### src/sv/idll_pkg.sv
// ----------------------------------------------------------------------------
// Indexed doubly linked list package
// Command and status codes, fixed field widths and parameter defaults.
// ----------------------------------------------------------------------------
package idll_pkg;

  localparam int SLOTS_DEF      = 16;
  localparam int DATA_WIDTH_DEF = 32;

  localparam int CMD_W    = 3;
  localparam int HOPS_W   = 5;
  localparam int STATUS_W = 2;

  localparam logic [CMD_W-1:0] CMD_PUSH_BACK  = 3'd0;
  localparam logic [CMD_W-1:0] CMD_PUSH_FRONT = 3'd1;
  localparam logic [CMD_W-1:0] CMD_INSERT     = 3'd2;
  localparam logic [CMD_W-1:0] CMD_ERASE      = 3'd3;
  localparam logic [CMD_W-1:0] CMD_ADVANCE    = 3'd4;
  localparam logic [CMD_W-1:0] CMD_CLEAR      = 3'd5;

  localparam logic [STATUS_W-1:0] STAT_OK       = 2'd0;
  localparam logic [STATUS_W-1:0] STAT_FULL     = 2'd1;
  localparam logic [STATUS_W-1:0] STAT_NOT_OCC  = 2'd2;
  localparam logic [STATUS_W-1:0] STAT_OFF_END  = 2'd3;

endpackage

### src/sv/idll_ram.sv
// ----------------------------------------------------------------------------
// Indexed doubly linked list RAM
// One write port, one read port, read data registered on read enable.
// ----------------------------------------------------------------------------
module idll_ram #(
  parameter int WIDTH = idll_pkg::DATA_WIDTH_DEF,
  parameter int DEPTH = idll_pkg::SLOTS_DEF,
  localparam int AW   = $clog2(DEPTH)
) (
  input  logic             clk,
  input  logic             we,
  input  logic [AW-1:0]    waddr,
  input  logic [WIDTH-1:0] wdata,
  input  logic             re,
  input  logic [AW-1:0]    raddr,
  output logic [WIDTH-1:0] rdata
);

  logic [WIDTH-1:0] mem_r [DEPTH];
  logic [WIDTH-1:0] rdata_r;

  always_ff @(posedge clk) begin
    if (we) begin
      mem_r[waddr] <= wdata;
    end
  end

  // hold the last read word until the next read
  always_ff @(posedge clk) begin
    if (re) begin
      rdata_r <= mem_r[raddr];
    end
  end

  assign rdata = rdata_r;

endmodule

### src/sv/indexed_doubly_linked_list.sv
// ----------------------------------------------------------------------------
// Indexed doubly linked list
// Slot pool holding one doubly linked list, driven by list commands.
// ----------------------------------------------------------------------------
// Usage: one command word enters on in_* (tvalid/tready), one result word
// leaves on out_* for every command. Elements are named by slot index;
// the value SLOTS means "no slot" in every slot field.
// Commands work one at a time: in_tready is high only while the block is
// idle. Push back, push front and insert end with a wrapping scan for the
// next free slot, one link read a cycle; advance reads one link per hop.
// A full pool, an out-of-range slot or a no-op skips the link memory, and
// an unoccupied target ends after its one link read. All link traffic goes
// through the single read port of the link memory, each link update as a
// read-modify-write.
// Reset: a clearing pass writes all SLOTS link entries empty, one per
// cycle; in_tready stays low during the pass. Clear reruns the pass.
// A stalled out_tready holds the result in the output register; the next
// command is still accepted and waits only for its own result slot.
// ----------------------------------------------------------------------------
module indexed_doubly_linked_list #(
  parameter int SLOTS      = idll_pkg::SLOTS_DEF,
  parameter int DATA_WIDTH = idll_pkg::DATA_WIDTH_DEF,
  localparam int SW        = $clog2(SLOTS + 1),
  localparam int IN_W      = ((idll_pkg::CMD_W + SW + DATA_WIDTH + idll_pkg::HOPS_W + 7) / 8) * 8,
  localparam int OUT_W     = ((idll_pkg::STATUS_W + 3 * SW + DATA_WIDTH + 7) / 8) * 8
) (
  input  logic             clk,
  input  logic             rst_n,
  input  logic             in_tvalid,
  output logic             in_tready,
  // command, slot, item_data, hops
  input  logic [IN_W-1:0]  in_tdata,
  output logic             out_tvalid,
  input  logic             out_tready,
  // status, result_slot, result_data, head_slot, tail_slot
  output logic [OUT_W-1:0] out_tdata
);

  localparam int CW = idll_pkg::CMD_W;
  localparam int HW = idll_pkg::HOPS_W;
  localparam int TW = idll_pkg::STATUS_W;
  localparam int DW = DATA_WIDTH;
  localparam int IW = $clog2(SLOTS);
  // link entry: occupied bit, prev link, next link
  localparam int LW = 1 + 2 * SW;

  localparam logic [SW-1:0] NONE      = SW'(SLOTS);
  localparam logic [SW-1:0] LAST_SLOT = SW'(SLOTS - 1);
  localparam logic [IW-1:0] LAST_IDX  = IW'(SLOTS - 1);

  localparam logic [3:0] S_CLEAR   = 4'd0;
  localparam logic [3:0] S_IDLE    = 4'd1;
  localparam logic [3:0] S_DECODE  = 4'd2;
  localparam logic [3:0] S_TARGET  = 4'd3;
  localparam logic [3:0] S_ADVANCE = 4'd4;
  localparam logic [3:0] S_PA_RD   = 4'd5;
  localparam logic [3:0] S_PA_WR   = 4'd6;
  localparam logic [3:0] S_PB_RD   = 4'd7;
  localparam logic [3:0] S_PB_WR   = 4'd8;
  localparam logic [3:0] S_SEARCH  = 4'd9;
  localparam logic [3:0] S_FETCH   = 4'd10;
  localparam logic [3:0] S_OUT     = 4'd11;

  // one pending link fix-up: set the next or prev field of one entry
  typedef struct packed {
    logic          en;
    logic          set_next;
    logic [IW-1:0] addr;
    logic [SW-1:0] val;
  } patch_t;

  function automatic logic [IW-1:0] wrap_inc(input logic [IW-1:0] a);
    return (a == LAST_IDX) ? '0 : a + 1'b1;
  endfunction

  logic [3:0]    state_r,   state_nxt;
  logic [CW-1:0] cmd_r,     cmd_nxt;
  logic [SW-1:0] slot_r,    slot_nxt;
  logic [DW-1:0] data_r,    data_nxt;
  logic [HW-1:0] hops_r,    hops_nxt;
  logic [SW-1:0] head_r,    head_nxt;
  logic [SW-1:0] tail_r,    tail_nxt;
  logic [SW-1:0] free_r,    free_nxt;
  logic [SW-1:0] res_r,     res_nxt;
  logic [TW-1:0] status_r,  status_nxt;
  logic [SW-1:0] cur_r,     cur_nxt;
  logic          clr_cmd_r, clr_cmd_nxt;
  logic [SW-1:0] cnt_r,     cnt_nxt;
  logic [IW-1:0] scan_r,    scan_nxt;
  logic [IW-1:0] chk_r,     chk_nxt;
  logic          chk_vld_r, chk_vld_nxt;
  patch_t        pa_r,      pa_nxt;
  patch_t        pb_r,      pb_nxt;

  logic          out_valid_r,  out_valid_nxt;
  logic [TW-1:0] out_status_r, out_status_nxt;
  logic [SW-1:0] out_res_r,    out_res_nxt;
  logic [DW-1:0] out_data_r,   out_data_nxt;
  logic [SW-1:0] out_head_r,   out_head_nxt;
  logic [SW-1:0] out_tail_r,   out_tail_nxt;

  logic          patch_end;
  logic [SW-1:0] hop_link;

  // link memory port
  logic          lk_we, lk_re;
  logic [IW-1:0] lk_waddr, lk_raddr;
  logic [LW-1:0] lk_wdata, lk_rdata;
  logic          rd_occ;
  logic [SW-1:0] rd_prev, rd_next;

  // payload memory port
  logic          pl_we, pl_re;
  logic [IW-1:0] pl_waddr, pl_raddr;
  logic [DW-1:0] pl_wdata, pl_rdata;

  idll_ram #(
    .WIDTH (LW),
    .DEPTH (SLOTS)
  ) u_link_ram (
    .clk   (clk),
    .we    (lk_we),
    .waddr (lk_waddr),
    .wdata (lk_wdata),
    .re    (lk_re),
    .raddr (lk_raddr),
    .rdata (lk_rdata)
  );

  idll_ram #(
    .WIDTH (DW),
    .DEPTH (SLOTS)
  ) u_payload_ram (
    .clk   (clk),
    .we    (pl_we),
    .waddr (pl_waddr),
    .wdata (pl_wdata),
    .re    (pl_re),
    .raddr (pl_raddr),
    .rdata (pl_rdata)
  );

  assign rd_occ  = lk_rdata[LW-1];
  assign rd_prev = lk_rdata[2*SW-1:SW];
  assign rd_next = lk_rdata[SW-1:0];

  assign pl_wdata = data_r;
  assign pl_raddr = res_r[IW-1:0];

  // follow next links for positive hop counts, prev links for negative
  assign hop_link = hops_r[HW-1] ? rd_prev : rd_next;

  assign in_tready  = (state_r == S_IDLE);
  assign out_tvalid = out_valid_r;
  assign out_tdata  = OUT_W'({out_tail_r, out_head_r, out_data_r, out_res_r, out_status_r});

  always_comb begin
    state_nxt      = state_r;
    cmd_nxt        = cmd_r;
    slot_nxt       = slot_r;
    data_nxt       = data_r;
    hops_nxt       = hops_r;
    head_nxt       = head_r;
    tail_nxt       = tail_r;
    free_nxt       = free_r;
    res_nxt        = res_r;
    status_nxt     = status_r;
    cur_nxt        = cur_r;
    clr_cmd_nxt    = clr_cmd_r;
    cnt_nxt        = cnt_r;
    scan_nxt       = scan_r;
    chk_nxt        = chk_r;
    chk_vld_nxt    = chk_vld_r;
    pa_nxt         = pa_r;
    pb_nxt         = pb_r;
    out_valid_nxt  = out_valid_r & ~out_tready;
    out_status_nxt = out_status_r;
    out_res_nxt    = out_res_r;
    out_data_nxt   = out_data_r;
    out_head_nxt   = out_head_r;
    out_tail_nxt   = out_tail_r;
    patch_end      = 1'b0;
    lk_we          = 1'b0;
    lk_waddr       = '0;
    lk_wdata       = '0;
    lk_re          = 1'b0;
    lk_raddr       = '0;
    pl_we          = 1'b0;
    pl_waddr       = free_r[IW-1:0];
    pl_re          = 1'b0;

    case (state_r)
      // write every link entry empty, one a cycle
      S_CLEAR: begin
        lk_we    = 1'b1;
        lk_waddr = cnt_r[IW-1:0];
        lk_wdata = {1'b0, NONE, NONE};
        cnt_nxt  = cnt_r + 1'b1;
        if (cnt_r == LAST_SLOT) begin
          cnt_nxt   = '0;
          state_nxt = clr_cmd_r ? S_OUT : S_IDLE;
        end
      end

      S_IDLE: begin
        if (in_tvalid) begin
          cmd_nxt   = in_tdata[CW-1:0];
          slot_nxt  = in_tdata[CW +: SW];
          data_nxt  = in_tdata[CW+SW +: DW];
          hops_nxt  = in_tdata[CW+SW+DW +: HW];
          state_nxt = S_DECODE;
        end
      end

      S_DECODE: begin
        status_nxt = idll_pkg::STAT_OK;
        res_nxt    = NONE;
        state_nxt  = S_OUT;
        case (cmd_r)
          idll_pkg::CMD_PUSH_BACK, idll_pkg::CMD_PUSH_FRONT: begin
            if (free_r >= NONE) begin
              status_nxt = idll_pkg::STAT_FULL;
            end else begin
              // write the new entry now, fix the old end entry afterward
              lk_we       = 1'b1;
              lk_waddr    = free_r[IW-1:0];
              pl_we       = 1'b1;
              res_nxt     = free_r;
              pb_nxt.en   = 1'b0;
              pa_nxt.val  = free_r;
              state_nxt   = S_PA_RD;
              if (cmd_r == idll_pkg::CMD_PUSH_BACK) begin
                lk_wdata        = {1'b1, tail_r, NONE};
                pa_nxt.en       = (tail_r != NONE);
                pa_nxt.set_next = 1'b1;
                pa_nxt.addr     = tail_r[IW-1:0];
                tail_nxt        = free_r;
                if (tail_r == NONE) begin
                  head_nxt = free_r;
                end
              end else begin
                lk_wdata        = {1'b1, NONE, head_r};
                pa_nxt.en       = (head_r != NONE);
                pa_nxt.set_next = 1'b0;
                pa_nxt.addr     = head_r[IW-1:0];
                head_nxt        = free_r;
                if (head_r == NONE) begin
                  tail_nxt = free_r;
                end
              end
            end
          end
          idll_pkg::CMD_INSERT: begin
            if (free_r >= NONE) begin
              status_nxt = idll_pkg::STAT_FULL;
            end else if (slot_r >= NONE) begin
              status_nxt = idll_pkg::STAT_NOT_OCC;
            end else begin
              lk_re     = 1'b1;
              lk_raddr  = slot_r[IW-1:0];
              state_nxt = S_TARGET;
            end
          end
          idll_pkg::CMD_ERASE: begin
            // erase of "no slot" is a quiet no-op
            if (slot_r > NONE) begin
              status_nxt = idll_pkg::STAT_NOT_OCC;
            end else if (slot_r != NONE) begin
              lk_re     = 1'b1;
              lk_raddr  = slot_r[IW-1:0];
              state_nxt = S_TARGET;
            end
          end
          idll_pkg::CMD_ADVANCE: begin
            if (slot_r >= NONE) begin
              status_nxt = idll_pkg::STAT_NOT_OCC;
            end else begin
              lk_re     = 1'b1;
              lk_raddr  = slot_r[IW-1:0];
              state_nxt = S_TARGET;
            end
          end
          idll_pkg::CMD_CLEAR: begin
            head_nxt    = NONE;
            tail_nxt    = NONE;
            free_nxt    = '0;
            clr_cmd_nxt = 1'b1;
            cnt_nxt     = '0;
            state_nxt   = S_CLEAR;
          end
          default: begin
            state_nxt = S_OUT;
          end
        endcase
      end

      // link entry of the target slot is on the read port
      S_TARGET: begin
        pa_nxt.en = 1'b0;
        pb_nxt.en = 1'b0;
        if (!rd_occ) begin
          status_nxt = idll_pkg::STAT_NOT_OCC;
          state_nxt  = S_OUT;
        end else begin
          case (cmd_r)
            idll_pkg::CMD_INSERT: begin
              lk_we           = 1'b1;
              lk_waddr        = free_r[IW-1:0];
              lk_wdata        = {1'b1, rd_prev, slot_r};
              pl_we           = 1'b1;
              res_nxt         = free_r;
              pa_nxt.en       = 1'b1;
              pa_nxt.set_next = 1'b0;
              pa_nxt.addr     = slot_r[IW-1:0];
              pa_nxt.val      = free_r;
              pb_nxt.en       = (slot_r != head_r) && (rd_prev < NONE);
              pb_nxt.set_next = 1'b1;
              pb_nxt.addr     = rd_prev[IW-1:0];
              pb_nxt.val      = free_r;
              if (slot_r == head_r) begin
                head_nxt = free_r;
              end
              state_nxt = S_PA_RD;
            end
            idll_pkg::CMD_ERASE: begin
              // drop the occupied bit, then relink the neighbors
              lk_we     = 1'b1;
              lk_waddr  = slot_r[IW-1:0];
              lk_wdata  = {1'b0, rd_prev, rd_next};
              free_nxt  = slot_r;
              state_nxt = S_PA_RD;
              if (slot_r == head_r) begin
                if (rd_next < NONE) begin
                  head_nxt        = rd_next;
                  res_nxt         = rd_next;
                  pa_nxt.en       = 1'b1;
                  pa_nxt.set_next = 1'b0;
                  pa_nxt.addr     = rd_next[IW-1:0];
                  pa_nxt.val      = NONE;
                end else begin
                  head_nxt = NONE;
                  tail_nxt = NONE;
                end
              end else if (slot_r == tail_r) begin
                if (rd_prev < NONE) begin
                  tail_nxt        = rd_prev;
                  pa_nxt.en       = 1'b1;
                  pa_nxt.set_next = 1'b1;
                  pa_nxt.addr     = rd_prev[IW-1:0];
                  pa_nxt.val      = NONE;
                end else begin
                  head_nxt = NONE;
                  tail_nxt = NONE;
                end
              end else begin
                res_nxt         = rd_next;
                pa_nxt.en       = (rd_next < NONE);
                pa_nxt.set_next = 1'b0;
                pa_nxt.addr     = rd_next[IW-1:0];
                pa_nxt.val      = rd_prev;
                pb_nxt.en       = (rd_prev < NONE);
                pb_nxt.set_next = 1'b1;
                pb_nxt.addr     = rd_prev[IW-1:0];
                pb_nxt.val      = rd_next;
              end
            end
            default: begin
              // advance: read data holds, walk starts next cycle
              cur_nxt   = slot_r;
              state_nxt = S_ADVANCE;
            end
          endcase
        end
      end

      // one hop per cycle; read port holds the entry of cur_r
      S_ADVANCE: begin
        if (!rd_occ) begin
          status_nxt = idll_pkg::STAT_OFF_END;
          state_nxt  = S_OUT;
        end else if (hops_r == '0) begin
          res_nxt   = cur_r;
          state_nxt = S_FETCH;
        end else if (hop_link >= NONE) begin
          status_nxt = idll_pkg::STAT_OFF_END;
          state_nxt  = S_OUT;
        end else begin
          lk_re    = 1'b1;
          lk_raddr = hop_link[IW-1:0];
          cur_nxt  = hop_link;
          hops_nxt = hops_r[HW-1] ? hops_r + 1'b1 : hops_r - 1'b1;
        end
      end

      S_PA_RD: begin
        if (pa_r.en) begin
          lk_re     = 1'b1;
          lk_raddr  = pa_r.addr;
          state_nxt = S_PA_WR;
        end else begin
          state_nxt = S_PB_RD;
        end
      end

      S_PA_WR: begin
        lk_we     = 1'b1;
        lk_waddr  = pa_r.addr;
        lk_wdata  = pa_r.set_next ? {rd_occ, rd_prev, pa_r.val}
                                  : {rd_occ, pa_r.val, rd_next};
        state_nxt = S_PB_RD;
      end

      S_PB_RD: begin
        if (pb_r.en) begin
          lk_re     = 1'b1;
          lk_raddr  = pb_r.addr;
          state_nxt = S_PB_WR;
        end else begin
          patch_end = 1'b1;
        end
      end

      S_PB_WR: begin
        lk_we     = 1'b1;
        lk_waddr  = pb_r.addr;
        lk_wdata  = pb_r.set_next ? {rd_occ, rd_prev, pb_r.val}
                                  : {rd_occ, pb_r.val, rd_next};
        patch_end = 1'b1;
      end

      // wrapping free scan: issue one read a cycle, test the previous one
      S_SEARCH: begin
        lk_re       = 1'b1;
        lk_raddr    = scan_r;
        scan_nxt    = wrap_inc(scan_r);
        chk_nxt     = scan_r;
        chk_vld_nxt = 1'b1;
        if (chk_vld_r) begin
          if (!rd_occ) begin
            free_nxt    = SW'(chk_r);
            cnt_nxt     = '0;
            chk_vld_nxt = 1'b0;
            state_nxt   = S_FETCH;
          end else if (cnt_r == LAST_SLOT) begin
            free_nxt    = NONE;
            cnt_nxt     = '0;
            chk_vld_nxt = 1'b0;
            state_nxt   = S_FETCH;
          end else begin
            cnt_nxt = cnt_r + 1'b1;
          end
        end
      end

      S_FETCH: begin
        pl_re     = (res_r < NONE);
        state_nxt = S_OUT;
      end

      // load the result once the output register is free
      S_OUT: begin
        if (!out_valid_r || out_tready) begin
          out_valid_nxt  = 1'b1;
          out_status_nxt = status_r;
          out_res_nxt    = res_r;
          out_data_nxt   = (res_r < NONE) ? pl_rdata : '0;
          out_head_nxt   = head_r;
          out_tail_nxt   = tail_r;
          clr_cmd_nxt    = 1'b0;
          state_nxt      = S_IDLE;
        end
      end

      default: begin
        state_nxt = S_IDLE;
      end
    endcase

    // after the link fix-ups: erase reports at once, allocations rescan
    if (patch_end) begin
      if (cmd_r == idll_pkg::CMD_ERASE) begin
        state_nxt = S_FETCH;
      end else begin
        scan_nxt    = wrap_inc(free_r[IW-1:0]);
        cnt_nxt     = '0;
        chk_vld_nxt = 1'b0;
        state_nxt   = S_SEARCH;
      end
    end
  end

  always_ff @(posedge clk) begin
    if (!rst_n) begin
      state_r     <= S_CLEAR;
      head_r      <= NONE;
      tail_r      <= NONE;
      free_r      <= '0;
      clr_cmd_r   <= 1'b0;
      cnt_r       <= '0;
      chk_vld_r   <= 1'b0;
      pa_r        <= '0;
      pb_r        <= '0;
      out_valid_r <= 1'b0;
    end else begin
      state_r     <= state_nxt;
      head_r      <= head_nxt;
      tail_r      <= tail_nxt;
      free_r      <= free_nxt;
      clr_cmd_r   <= clr_cmd_nxt;
      cnt_r       <= cnt_nxt;
      chk_vld_r   <= chk_vld_nxt;
      pa_r        <= pa_nxt;
      pb_r        <= pb_nxt;
      out_valid_r <= out_valid_nxt;
    end
  end

  always_ff @(posedge clk) begin
    cmd_r        <= cmd_nxt;
    slot_r       <= slot_nxt;
    data_r       <= data_nxt;
    hops_r       <= hops_nxt;
    res_r        <= res_nxt;
    status_r     <= status_nxt;
    cur_r        <= cur_nxt;
    scan_r       <= scan_nxt;
    chk_r        <= chk_nxt;
    out_status_r <= out_status_nxt;
    out_res_r    <= out_res_nxt;
    out_data_r   <= out_data_nxt;
    out_head_r   <= out_head_nxt;
    out_tail_r   <= out_tail_nxt;
  end

endmodule

### config.mk
export PLATFORM = sky130hd
export DESIGN_NAME = indexed_doubly_linked_list
export DESIGN_NICKNAME = d
export VERILOG_FILES = /design/src/sv/idll_pkg.sv /design/src/sv/idll_ram.sv /design/src/sv/indexed_doubly_linked_list.sv
export SDC_FILE = /design/constraint.sdc
export NUM_CORES = 1
export LEC_CHECK = 0
export BUFFER_PORTS_ARGS = -buffer_cell sky130_fd_sc_hd__buf_2
export CORE_MARGIN = 1
export CORE_UTILIZATION = 50
export DETAILED_ROUTE_END_ITERATION = 10
export PLACE_DENSITY = 0.68
export RECOVER_POWER = 25
export SLEW_MARGIN = 20
export SYNTH_ARGS = -nofsm -noshare
export SYNTH_HDL_FRONTEND = slang
export SYNTH_SLANG_ARGS = --single-unit
export TNS_END_PERCENT = 10
### constraint.sdc
create_clock -name clk -period 10.24 [get_ports clk]
set_clock_uncertainty 0.2 [all_clocks]
set_input_delay 1.024 -clock clk [delete_from_list [all_inputs] [get_ports clk]]
set_output_delay 1.024 -clock clk [all_outputs]
set_load 0.01 [all_outputs]
==> flow_summary.toml, run 1 <==
[grt]
grt_remaining_overflow = 0
met1_capacity_usage_during_global_routing_pct = 33.6
grt.busiest_layer = "met2"
global_route_met2_usage_pct = 40.5
grtUsageMet3_pct = 3.56
combined_global_route_utilization_of_all_metal_layers_pct = 24.6
global_route_wire_length_before_repair_um = 133000
first_global_vias = 20400
grt_max_degree = 58
number_of_antenna_violations_at_the_first_check_in_global_routing = 0

[clock_tree]
cts_hold_repair_buffers = 0
cts_sinks = 894
cts_resized = 0
root_buffer = "clkbuf_16"
cts_post_setup_buffers_inserted = 0
clkTransAtPathRegs_ns = 0.06
cts.path.max_buffers = 3
cts_made_buffers = 90
clk-insertion-delay-late_ns = 0.65
cts_tree = "done"
cts_htree_levels = 3

[detailed_routing]
routedWlPerCell_um = 28.0
detail_route.vias_per_cell = 6.41
postRouteAntennaNets = 0
post-route-drc-count = 0
route.final.wire_length_um = 90100
drt_pass1_iterations = 7
initialDrtViolationCount = 2425
vias = 20600

[logic_synthesis]
ys_async_sr_fraction_pct = 0
yosys.cell_types.count = 78
synth_area_um2 = 36200
synth_xor_area_share_pct = 0.339
synth_ff_type = "edfxtp_1"
synth_seq_area_share_pct = 72.8
post_synth.cell_area_avg_um2 = 17.2
number_of_register_bits_inferred_by_synthesis = 894
synth_cells = 2097
area_fraction_in_compound_gates_after_synthesis_pct = 7.73
synth_mux_area_share_pct = 11.0
synth_enable_flop_cells = 841
synth-warning-count = 0
area_fraction_in_and_or_nand_and_nor_cells_after_synthesis_pct = 5.78
synthAdderAreaFrac_pct = 0.436
synth_top_family_by_area = "multiplexers"

[critical_path]
crit_top_cell = "buf_4"
reg2regPathDepth = 10
top_family_by_delay_on_critical_path = "compound AO/OA/AOI/OAI gates"
worstReg2RegStart = "state_r[1]$_SDFFE_PN0P_"
crit_arrival_ns = 5.56
crit_chain = "nor2b_1 -> nand3b_1 -> inv_2 -> a221o_1 -> buf_4 -> nor3_4 -> buf_4 -> mux2_2 -> a2111oi_0 -> o211ai_1"
worst_path_cell_with_the_longest_stage_delay = "dfxtp_1"
worst_path_largest_cell_delay_ns = 0.93
critical_path_class = "reg2reg"
regToRegEndpoint = "u_link_ram.rdata[6]$_DFFE_PP_"
regToRegSetupSlack_ns = 4.82
worstPathMaxFanout = 49
critical_path.n_buffers_inverters = 3
required_ns = 10.38
end_kind = "register"
cp-start-kind = "register"

[placed_design]
io_buffers = 99
detailed_place_hpwl_um = 50700
routabilityCongestion = 0.920
post_dp_cell_area_um2 = 37800

[power_and_ir_drop]
leakage_nw = 13.0
powerDensity_nw_per_um2 = 216
vdd_ir_drop_max_mv = 0.141
fraction_of_power_spent_switching_nets_pct = 25.0
sw_pwr_mw = 2.21
p_seq_share_pct = 50.2
power.combinational.fraction_pct = 12.1
internal_power_mw = 6.62
power.clock.fraction_pct = 37.7
totalPowerFinal_mw = 8.82

[timing]
worst_pin_slew_ns = 1.23
final_hold_slack_ns = 0.235
grt_setup_unrepaired = "no"
finalSetupViolations = 0
final.min_clock_period_ns = 5.42
final-hold-violation-count = 0
finalSetupTns_ns = 0
period_share_pct = 53.0
timing.max_slew.rel_slack_pct = 16.7
timing.final.max_slew_violations = 0
peak_freq_mhz = 184

[finish]
area_used_by_multi_input_combinational_logic_um2 = 9380
layout-area-overhead-vs-synth_pct = 13.0
layout.area.seq_um2 = 26300
diodes = 0
filler_cell_count_in_the_final_layout = 5337
layout.nets = 2260
fin_area_um2 = 40800
utilization_pct = 57.1
post_route_cells_drive_above_1_share_pct = 22.0

[floorplan]
num_io_pins = 110
floorplan.core_area_um2 = 71500
die_height_um = 271
die-width_um = 271
die_area_um2 = 73400
rows = 98
initial_utilization_pct = 50.6

[worst_hold_path]
holdCritStartpoint = "status_r[1]$_DFFE_PP_"
timing.hold.worst_path_depth = 0
hold_path.class = "reg2reg"
min_to = "out_status_r[1]$_DFFE_PP_"

[outcome]
status = "finished clean"

[run]
drv_cap = 0
==> synth_stat cells, types with 14 or more instances <==
| master | number | area (um^2) |
|---|---|---|
| a2111oi_0 | 46 | 403 |
| a211oi_1 | 23 | 173 |
| a21oi_1 | 100 | 500 |
| a22oi_1 | 21 | 158 |
| buf_1 | 20 | 75.1 |
| clkbuf_1 | 119 | 447 |
| dfxtp_1 | 53 | 1060 |
| edfxtp_1 | 841 | 25300 |
| inv_1 | 14 | 52.6 |
| mux2_2 | 16 | 180 |
| mux2i_1 | 18 | 180 |
| mux4_2 | 160 | 3600 |
| nand2_1 | 129 | 484 |
| nand2b_1 | 16 | 100 |
| nand4_1 | 35 | 219 |
| nor2_1 | 95 | 357 |
| nor2b_1 | 42 | 263 |
| nor3_1 | 28 | 140 |
| o21ai_0 | 37 | 185 |
| o31ai_1 | 38 | 285 |
==> cell usage in the layout (no fill, tap or decap), drive strengths merged, types with 21 or more instances in the layout <==
cell type and instances:
a21oi 100, mux4 160, clkbuf 128, nor3 30
o21ai 38, nand2 129, o31ai 38, clkinv 39
nand4 35, nor2b 42, edfxtp 841, nor2 96
a211oi 24, buf 141, a2111oi 46, dfxtp 53
a22oi 21
==> worst max-delay path by stage <==
stage | slack, ns | start | cells after the start | end
detailed placement | 4.96 | state_r[1]$_SDFFE_PN0P_ | 10 | u_link_ram.rdata[6]$_DFFE_PP_
floorplan | 4.93 | state_r[3]$_SDFFE_PN0P_ | 4 | u_payload_ram.rdata[0]$_DFFE_PP_
CTS | 4.96 | state_r[1]$_SDFFE_PN0P_ | 10 | u_link_ram.rdata[6]$_DFFE_PP_
global route | 4.64 | state_r[1]$_SDFFE_PN0P_ | 10 | u_link_ram.rdata[6]$_DFFE_PP_
finish | 4.82 | state_r[1]$_SDFFE_PN0P_ | 10 | u_link_ram.rdata[6]$_DFFE_PP_
global placement | 5.08 | state_r[1]$_SDFFE_PN0P_ | 10 | u_link_ram.rdata[6]$_DFFE_PP_
==> flip-flops by register name (all words and copies together), names as in the netlist, 11 cells and up <==
register             cells
u_payload_ram.mem_r    512
u_link_ram.rdata        11
u_link_ram.mem_r       176
data_r                  32
u_payload_ram.rdata     32
out_data_r              32
pa_r                    11
pb_r                    11
==> cell type report <==
| type | instances | share of cell area, % |
|---|---|---|
| repair buffers | 157 | 2.23 |
| clock buffers | 112 | 5.79 |
| multi-input cells | 1037 | 23.0 |
| flip-flops and latches | 894 | 64.4 |
| inverters | 16 | 0.147 |
| well taps | 950 | 2.91 |
| clock inverters | 54 | 1.54 |
==> power by group through the flow <==
stage               registers (mW)  logic (mW)  clock network [mW]
finish                        4.43        1.06                3.33
detailed placement            4.50        1.05                   0
CTS                           4.43        1.05                3.37
global placement              4.49        1.02                   0
floorplan                     4.41       0.747                   0
global route                  4.45        1.14                3.52
==> per-layer routing <==
metal  share of wire [%]  wire [um]  vias to the layer above
met1                  40      35800                    10700
met5                   0          0                        -
met2                  49      44500                     1027
met3                 7.7       6930                      204
met4                 3.2       2860                        0
li1                    -          -                     8757
==> through the flow <==
stage          std cells  setup slack (ns)
3_5_place_dp        3053              4.96
3_3_place_gp        3053              5.08
4_1_cts             3219              4.96
2_1_floorplan       2103              4.93
5_1_grt             3220              4.64
6_report            3220              4.82
==> cells by family (layout without fill, tap and decap cells) <==
kind of cell | Yosys count | after routing
AOI/OAI and AO/OA | 391 | 391
xor gates and xnor gates | 14 | 14
adders and majority gates | 12 | 12
buffers and inverters | 172 | 339
DFF | 894 | 894
muxes | 196 | 196
other | 1 | 7
and+or+nand+nor | 417 | 417
(Power assumes the default switching activity.)
==> inputs of run 2 (changes only) <==
--- a/config.mk
+++ b/config.mk
@@ -5,6 +5,7 @@
 export SDC_FILE = /design/constraint.sdc
 export NUM_CORES = 1
 export LEC_CHECK = 0
+export ABC_AREA = 1
 export BUFFER_PORTS_ARGS = -buffer_cell sky130_fd_sc_hd__buf_2
 export CORE_MARGIN = 1
 export CORE_UTILIZATION = 50
==> constraint.sdc (replaced) <==
create_clock -name clk -period 5.65 [get_ports clk]
set_clock_uncertainty 0.2 [all_clocks]
set_input_delay 0.565 -clock clk [delete_from_list [all_inputs] [get_ports clk]]
set_output_delay 0.565 -clock clk [all_outputs]
set_load 0.01 [all_outputs]
==> flow_summary.toml, run 2 <==
[outcome]
status = "finished clean"

[finish]
layout_commonest_cell = "edfxtp_1"
top_regs = "u_payload_ram.mem_r x512, u_link_ram.mem_r x176"
post_route_cells_drive_above_1_share_pct = 10.6
most_frequent_cells_in_the_layout = "edfxtp_1, inv_1, nand2_1, nand3_1, o21ai_0"
layout-area-overhead-vs-synth_pct = 13.4
most_flops_register = "u_payload_ram.mem_r"
largest_register_ffs = 512
layout.nets = 3364
diodes = 0
fin_area_um2 = 43000

[detailed_routing]
route.final.wire_length_um = 96900
post-route-drc-count = 0
initialDrtViolationCount = 2542
postRouteAntennaNets = 0
routedWlPerCell_um = 22.3
vias = 24700
drt_pass1_iterations = 6
detail_route.vias_per_cell = 5.68

[clock_tree]
cts_made_buffers = 92
root_buffer = "clkbuf_16"
cts.path.max_buffers = 3
cts_sinks = 894
cts_tree = "done"
cts_resized = 0
cts_htree_levels = 3
clkTransAtPathRegs_ns = 0.06
clk-insertion-delay-late_ns = 0.65

[grt]
global_route_wire_length_before_repair_um = 147000
combined_global_route_utilization_of_all_metal_layers_pct = 25.2
number_of_antenna_violations_at_the_first_check_in_global_routing = 0
grt_remaining_overflow = 0
first_global_vias = 24600
grt_max_degree = 128

[timing]
final.min_clock_period_ns = 4.19
period_share_pct = 74.2
final_hold_slack_ns = 0.0332
finalSetupTns_ns = 0
post-route-worst-setup-slack_ns = 1.46
finalSetupViolations = 0
peak_freq_mhz = 239
timing.final.max_slew_violations = 0
grt_setup_unrepaired = "no"
timing.max_slew.rel_slack_pct = 26.0
worst_pin_slew_ns = 1.11
final-hold-violation-count = 0

[logic_synthesis]
ys_async_sr_fraction_pct = 0
synth_enable_flop_cells = 841
yosysMostFrequentCell = "edfxtp_1"
synth-warning-count = 0
post_synth.cell_area_avg_um2 = 11.9
netlist.area_leader.share_pct = 66.6
synth_seq_area_share_pct = 69.4
number_of_register_bits_inferred_by_synthesis = 894
synth_ff_type = "edfxtp_1"
synth_area_leaders = "edfxtp_1, inv_1, nand3_1, nand2_1, mux2i_1"
synth.top_cells.by_count = "edfxtp_1, inv_1, nand2_1"
synth_area_um2 = 37900
synth_cells = 3182
post-synth-top-area-cell = "edfxtp_1"
yosys.cell_types.count = 44

[floorplan]
num_io_pins = 110
die_height_um = 277
floorplan.core_area_um2 = 74700
die-width_um = 277
die_area_um2 = 77000
rows = 100
initial_utilization_pct = 50.8

[placed_design]
pre_cts_slack_ns = 1.48
routabilityCongestion = 0.957
io_buffers = 99
detailed_place_hpwl_um = 59300
post_dp_cell_area_um2 = 39500

[critical_path]
worstReg2RegStart = "cmd_r[0]$_DFFE_PP_"
critical_path_class = "reg2reg"
worstPathMaxFanout = 22
crit_arrival_ns = 4.32
timing.critical_path.from = "cmd_r[0]$_DFFE_PP_"
cp-start-kind = "register"
end_kind = "register"
reg2regPathDepth = 12
regToRegSetupSlack_ns = 1.46
required_ns = 5.78

[power_and_ir_drop]
power.clock.fraction_pct = 41.6
powerDensity_nw_per_um2 = 347
power.combinational.fraction_pct = 6.7
vdd_ir_drop_max_mv = 0.318
leakage_nw = 16.1
sw_pwr_mw = 3.42
internal_power_mw = 11.5
p_seq_share_pct = 51.7
fraction_of_power_spent_switching_nets_pct = 22.9

[worst_hold_path]
timing.hold.worst_path_depth = 3
holdCritStartpoint = "in_tdata[40]"
hold_path.class = "in2reg"

[run]
drv_cap = 0
## run 2: final cells by class
class / instances / area (um^2)
well taps: 969 / 1210
flip-flops and latches: 894 / 26300
clock inverters: 61 / 674
repair buffers: 188 / 1290
inverters: 412 / 1550
clock buffers: 109 / 2460
fillers: 6055 / 31700
multi-input cells: 1712 / 9510
## run 2: metrics by stage
step | cells | util (%) | power, mW
2_1_floorplan | 3188 | - | 8.41
3_3_place_gp | 4133 | 52.8 | 8.77
3_5_place_dp | 4133 | 52.8 | 8.82
4_1_cts | 4343 | 57.5 | 15.0
5_1_grt | 4345 | 57.6 | 15.4
6_report | 4345 | 57.6 | 14.9
## run 2: path summary, 6_finish.rpt
check	endpoint
worst min-delay path	hops_r[0]$_DFFE_PP_
worst max-delay path	u_payload_ram.mem_r[4][10]$_DFFE_PP_
worst max register to register	u_payload_ram.mem_r[4][10]$_DFFE_PP_
worst min register to register	cnt_r[4]$_SDFF_PN0_
## run 2: logic make-up (layout without fill, tap and decap cells)
| family | after synthesis | in the layout | share of synthesized area [%] |
|---|---|---|---|
| and+or+nand+nor | 920 | 920 | 10.9 |
| DFF | 894 | 894 | 69.4 |
| AOI/OAI and AO/OA | 631 | 631 | 9.49 |
| buffers and inverters | 582 | 770 | 6.05 |
| muxes | 128 | 128 | 3.38 |
| xor gates and xnor gates | 14 | 14 | 0.323 |
| adders and majority gates | 12 | 12 | 0.416 |
| other | 1 | 7 | 0.00989 |
## run 2: repair_timing
| action | 4_1_cts | 5_1_grt |
|---|---|---|
| hold buffers | 40 | 0 |
| endpoints found under the hold margin | 40 | 0 |
| buffers inserted | 0 | 0 |
## run 2: per-layer routing
| metal | up-vias | global-route usage [%] | part of all wire, % |
|---|---|---|---|
| li1 | 11500 | - | - |
| met1 | 12100 | 33.5 | 42 |
| met2 | 870 | 42.9 | 50 |
| met3 | 168 | 3.51 | 5.7 |
| met4 | 0 | 8.02 | 3.0 |
| met5 | - | 0 | 0 |
## run 2: worst max-delay path, cell delays in order, from the launching register on
cell,delay [ns]
edfxtp_1,0.54
nor2_1,0.31
nand2_2,0.25
nand2_2,0.22
nand2_2,0.15
inv_2,0.11
nand2_2,0.15
inv_1,0.16
nor2_1,0.17
inv_1,0.15
nand2_1,0.25
nor2_4,0.82
buf_4,0.37
## run 2: power by group through the flow
stage | Sequential (mW) | Clock (mW) | Combinational, mW
2_1_floorplan | 7.78 | 0 | 0.632
3_3_place_gp | 7.84 | 0 | 0.934
3_5_place_dp | 7.86 | 0 | 0.963
4_1_cts | 7.72 | 6.31 | 0.990
5_1_grt | 7.74 | 6.55 | 1.11
6_report | 7.72 | 6.22 | 1.00
==> inputs of run 3 (changes only) <==
--- a/config.mk
+++ b/config.mk
@@ -10,7 +10,7 @@
 export CORE_MARGIN = 1
 export CORE_UTILIZATION = 50
 export DETAILED_ROUTE_END_ITERATION = 10
-export PLACE_DENSITY = 0.68
+export PLACE_DENSITY = 0.71
 export RECOVER_POWER = 25
 export SLEW_MARGIN = 20
 export SYNTH_ARGS = -nofsm -noshare
==> constraint.sdc (replaced) <==
create_clock -name clk -period 3.4 [get_ports clk]
set_clock_uncertainty 0.2 [all_clocks]
set_input_delay 0.34 -clock clk [delete_from_list [all_inputs] [get_ports clk]]
set_output_delay 0.34 -clock clk [all_outputs]
set_load 0.01 [all_outputs]
==> flow_summary.toml, run 3 (synthesized netlist as in run 2, its figures left out) <==
[timing]
timing.max_slew.rel_slack_pct = 34.7
final.min_clock_period_ns = 3.09
final-hold-violation-count = 0
finalSetupViolations = 0
post-route-worst-setup-slack_ns = 0.306
worst_pin_slew_ns = 0.976
timing.final.max_slew_violations = 0
grt_setup_unrepaired = "no"
period_share_pct = 91.0
peak_freq_mhz = 323

[placed_design]
detailed_place_hpwl_um = 57000
post_dp_cell_area_um2 = 40500
routabilityCongestion = 1.05
pre_cts_slack_ns = 0.347
io_buffers = 99
dpl.cell_count = 4222

[detailed_routing]
initialDrtViolationCount = 2619
detail_route.vias_per_cell = 5.64
routedWlPerCell_um = 21.0
route.final.wire_length_um = 93300
vias = 25000
post-route-drc-count = 0
drt_pass1_iterations = 5
postRouteAntennaNets = 0

[critical_path]
worstPathMaxFanout = 21
worstReg2RegStart = "cmd_r[0]$_DFFE_PP_"
regToRegEndpoint = "u_payload_ram.mem_r[4][1]$_DFFE_PP_"
crit_top_cell = "nand2_2"
crit_chain = "nor2_1 -> nand2_2 -> nand2_2 -> nand2_2 -> inv_2 -> nand2_2 -> inv_1 -> nor2_1 -> inv_1 -> nand2_1 -> nor2_4 -> buf_12"
end_kind = "register"
regToRegSetupSlack_ns = 0.31
worst_path_cell_with_the_longest_stage_delay = "edfxtp_1"
reg2regPathDepth = 12
cp-start-kind = "register"
required_ns = 3.54
worst_path_largest_cell_delay_ns = 0.41
critical_path_class = "reg2reg"
crit_arrival_ns = 3.23

[clock_tree]
clk-insertion-delay-late_ns = 0.66
cts_htree_levels = 3
cts.path.max_buffers = 3
root_buffer = "clkbuf_16"
clkTransAtPathRegs_ns = 0.06
cts_tree = "done"
cts_sinks = 894
cts_made_buffers = 93

[finish]
layout-area-overhead-vs-synth_pct = 16.0
layout.nets = 3459
diodes = 0
final-instance-count-excl-fill = 4435
most_frequent_cells_in_the_layout = "edfxtp_1, inv_1, nand2_1, nand3_1, o21ai_0"
layout_commonest_cell = "edfxtp_1"
largest_register_ffs = 512
top_regs = "u_payload_ram.mem_r x512, u_link_ram.mem_r x176"
post_route_cells_drive_above_1_share_pct = 12.3
fin_area_um2 = 44000
most_flops_register = "u_payload_ram.mem_r"

[power_and_ir_drop]
leakage_nw = 16.6
powerDensity_nw_per_um2 = 556
vdd_ir_drop_max_mv = 0.545

[outcome]
status = "finished clean"

[grt]
global_route_wire_length_before_repair_um = 141000
number_of_antenna_violations_at_the_first_check_in_global_routing = 0
grt_max_degree = 144
first_global_vias = 24200
combined_global_route_utilization_of_all_metal_layers_pct = 24.1
grt_remaining_overflow = 0

[floorplan]
num_io_pins = 110
initial_utilization_pct = 50.8
die-width_um = 277
rows = 100
die_area_um2 = 77000
die_height_um = 277
floorplan.core_area_um2 = 74700

[worst_hold_path]
holdCritStartpoint = "in_tdata[14]"
timing.hold.worst_path_depth = 2
hold_path.class = "in2reg"
min_to = "data_r[6]$_DFFE_PP_"

[run]
drv_cap = 0
==> run 3: routing by layer <==
layer | GRT usage [%] | wire, um | part of all wire (%) | vias to the layer above
li1 | - | - | - | 11700
met1 | 31.0 | 37700 | 40 | 12200
met2 | 39.7 | 45000 | 48 | 963
met3 | 4.53 | 6610 | 7.1 | 212
met4 | 11.0 | 3930 | 4.2 | 0
met5 | 0 | 0 | 0 | -
==> run 3: worst max-delay path, delay by kind of cell, from the launching register on <==
kind	cells	cell delay, ns
flip-flops	1	0.41
AND/OR/NAND/NOR	8	1.49
buffers and inverters	4	0.64
==> run 3: worst max path at each step <==
stage / from / to / slack [ns] / cells past startpoint
6_report: cmd_r[0]$_DFFE_PP_ / u_payload_ram.mem_r[4][1]$_DFFE_PP_ / 0.31 / 12
4_1_cts: cmd_r[0]$_DFFE_PP_ / u_payload_ram.mem_r[4][29]$_DFFE_PP_ / 0.33 / 12
5_1_grt: cmd_r[0]$_DFFE_PP_ / u_payload_ram.mem_r[4][3]$_DFFE_PP_ / 0.13 / 12
3_3_place_gp: cmd_r[0]$_DFFE_PP_ / u_link_ram.mem_r[4][5]$_DFFE_PP_ / 0.40 / 11
3_5_place_dp: cmd_r[0]$_DFFE_PP_ / u_link_ram.mem_r[4][5]$_DFFE_PP_ / 0.35 / 11
2_1_floorplan: cmd_r[0]$_DFFE_PP_ / u_payload_ram.mem_r[0][0]$_DFFE_PP_ / -0.17 / 11
==> run 3: metrics by stage <==
step | hold WS, ns | total power, mW | setup TNS (ns) | utilization (%)
3_5_place_dp | 0.235 | 14.7 | 0 | 54.3
3_3_place_gp | 0.232 | 14.7 | 0 | 54.3
2_1_floorplan | 0.200 | 14.0 | -82.95 | -
4_1_cts | 0.173 | 24.6 | 0 | 58.9
5_1_grt | 0.189 | 25.2 | 0 | 58.9
6_report | 0.206 | 24.5 | 0 | 58.9
==> run 3: power breakdown <==
| group | leakage (nW) | switching, mW | internal (mW) |
|---|---|---|---|
| Clock | 1.46 | 4.14 | 5.77 |
| Combinational | 7.24 | 1.17 | 0.576 |
| Sequential | 7.90 | 0.271 | 12.5 |
==> run 3: what timing repair did <==
| item | CTS | global route |
|---|---|---|
| hold endpoints to repair | 48 | 0 |
| setup buffers | 0 | 0 |
| gates resized for setup | 0 | 0 |
| hold buffers | 47 | 0 |
==> run 3: area by class of cell <==
type | count | area (um^2)
clock buffer | 119 | 2550
clock inverter | 47 | 474
fill | 5817 | 30700
inverter | 412 | 1550
multi-input combinational | 1712 | 9480
sequential | 894 | 26300
tap | 969 | 1210
timing repair buffer | 282 | 2420
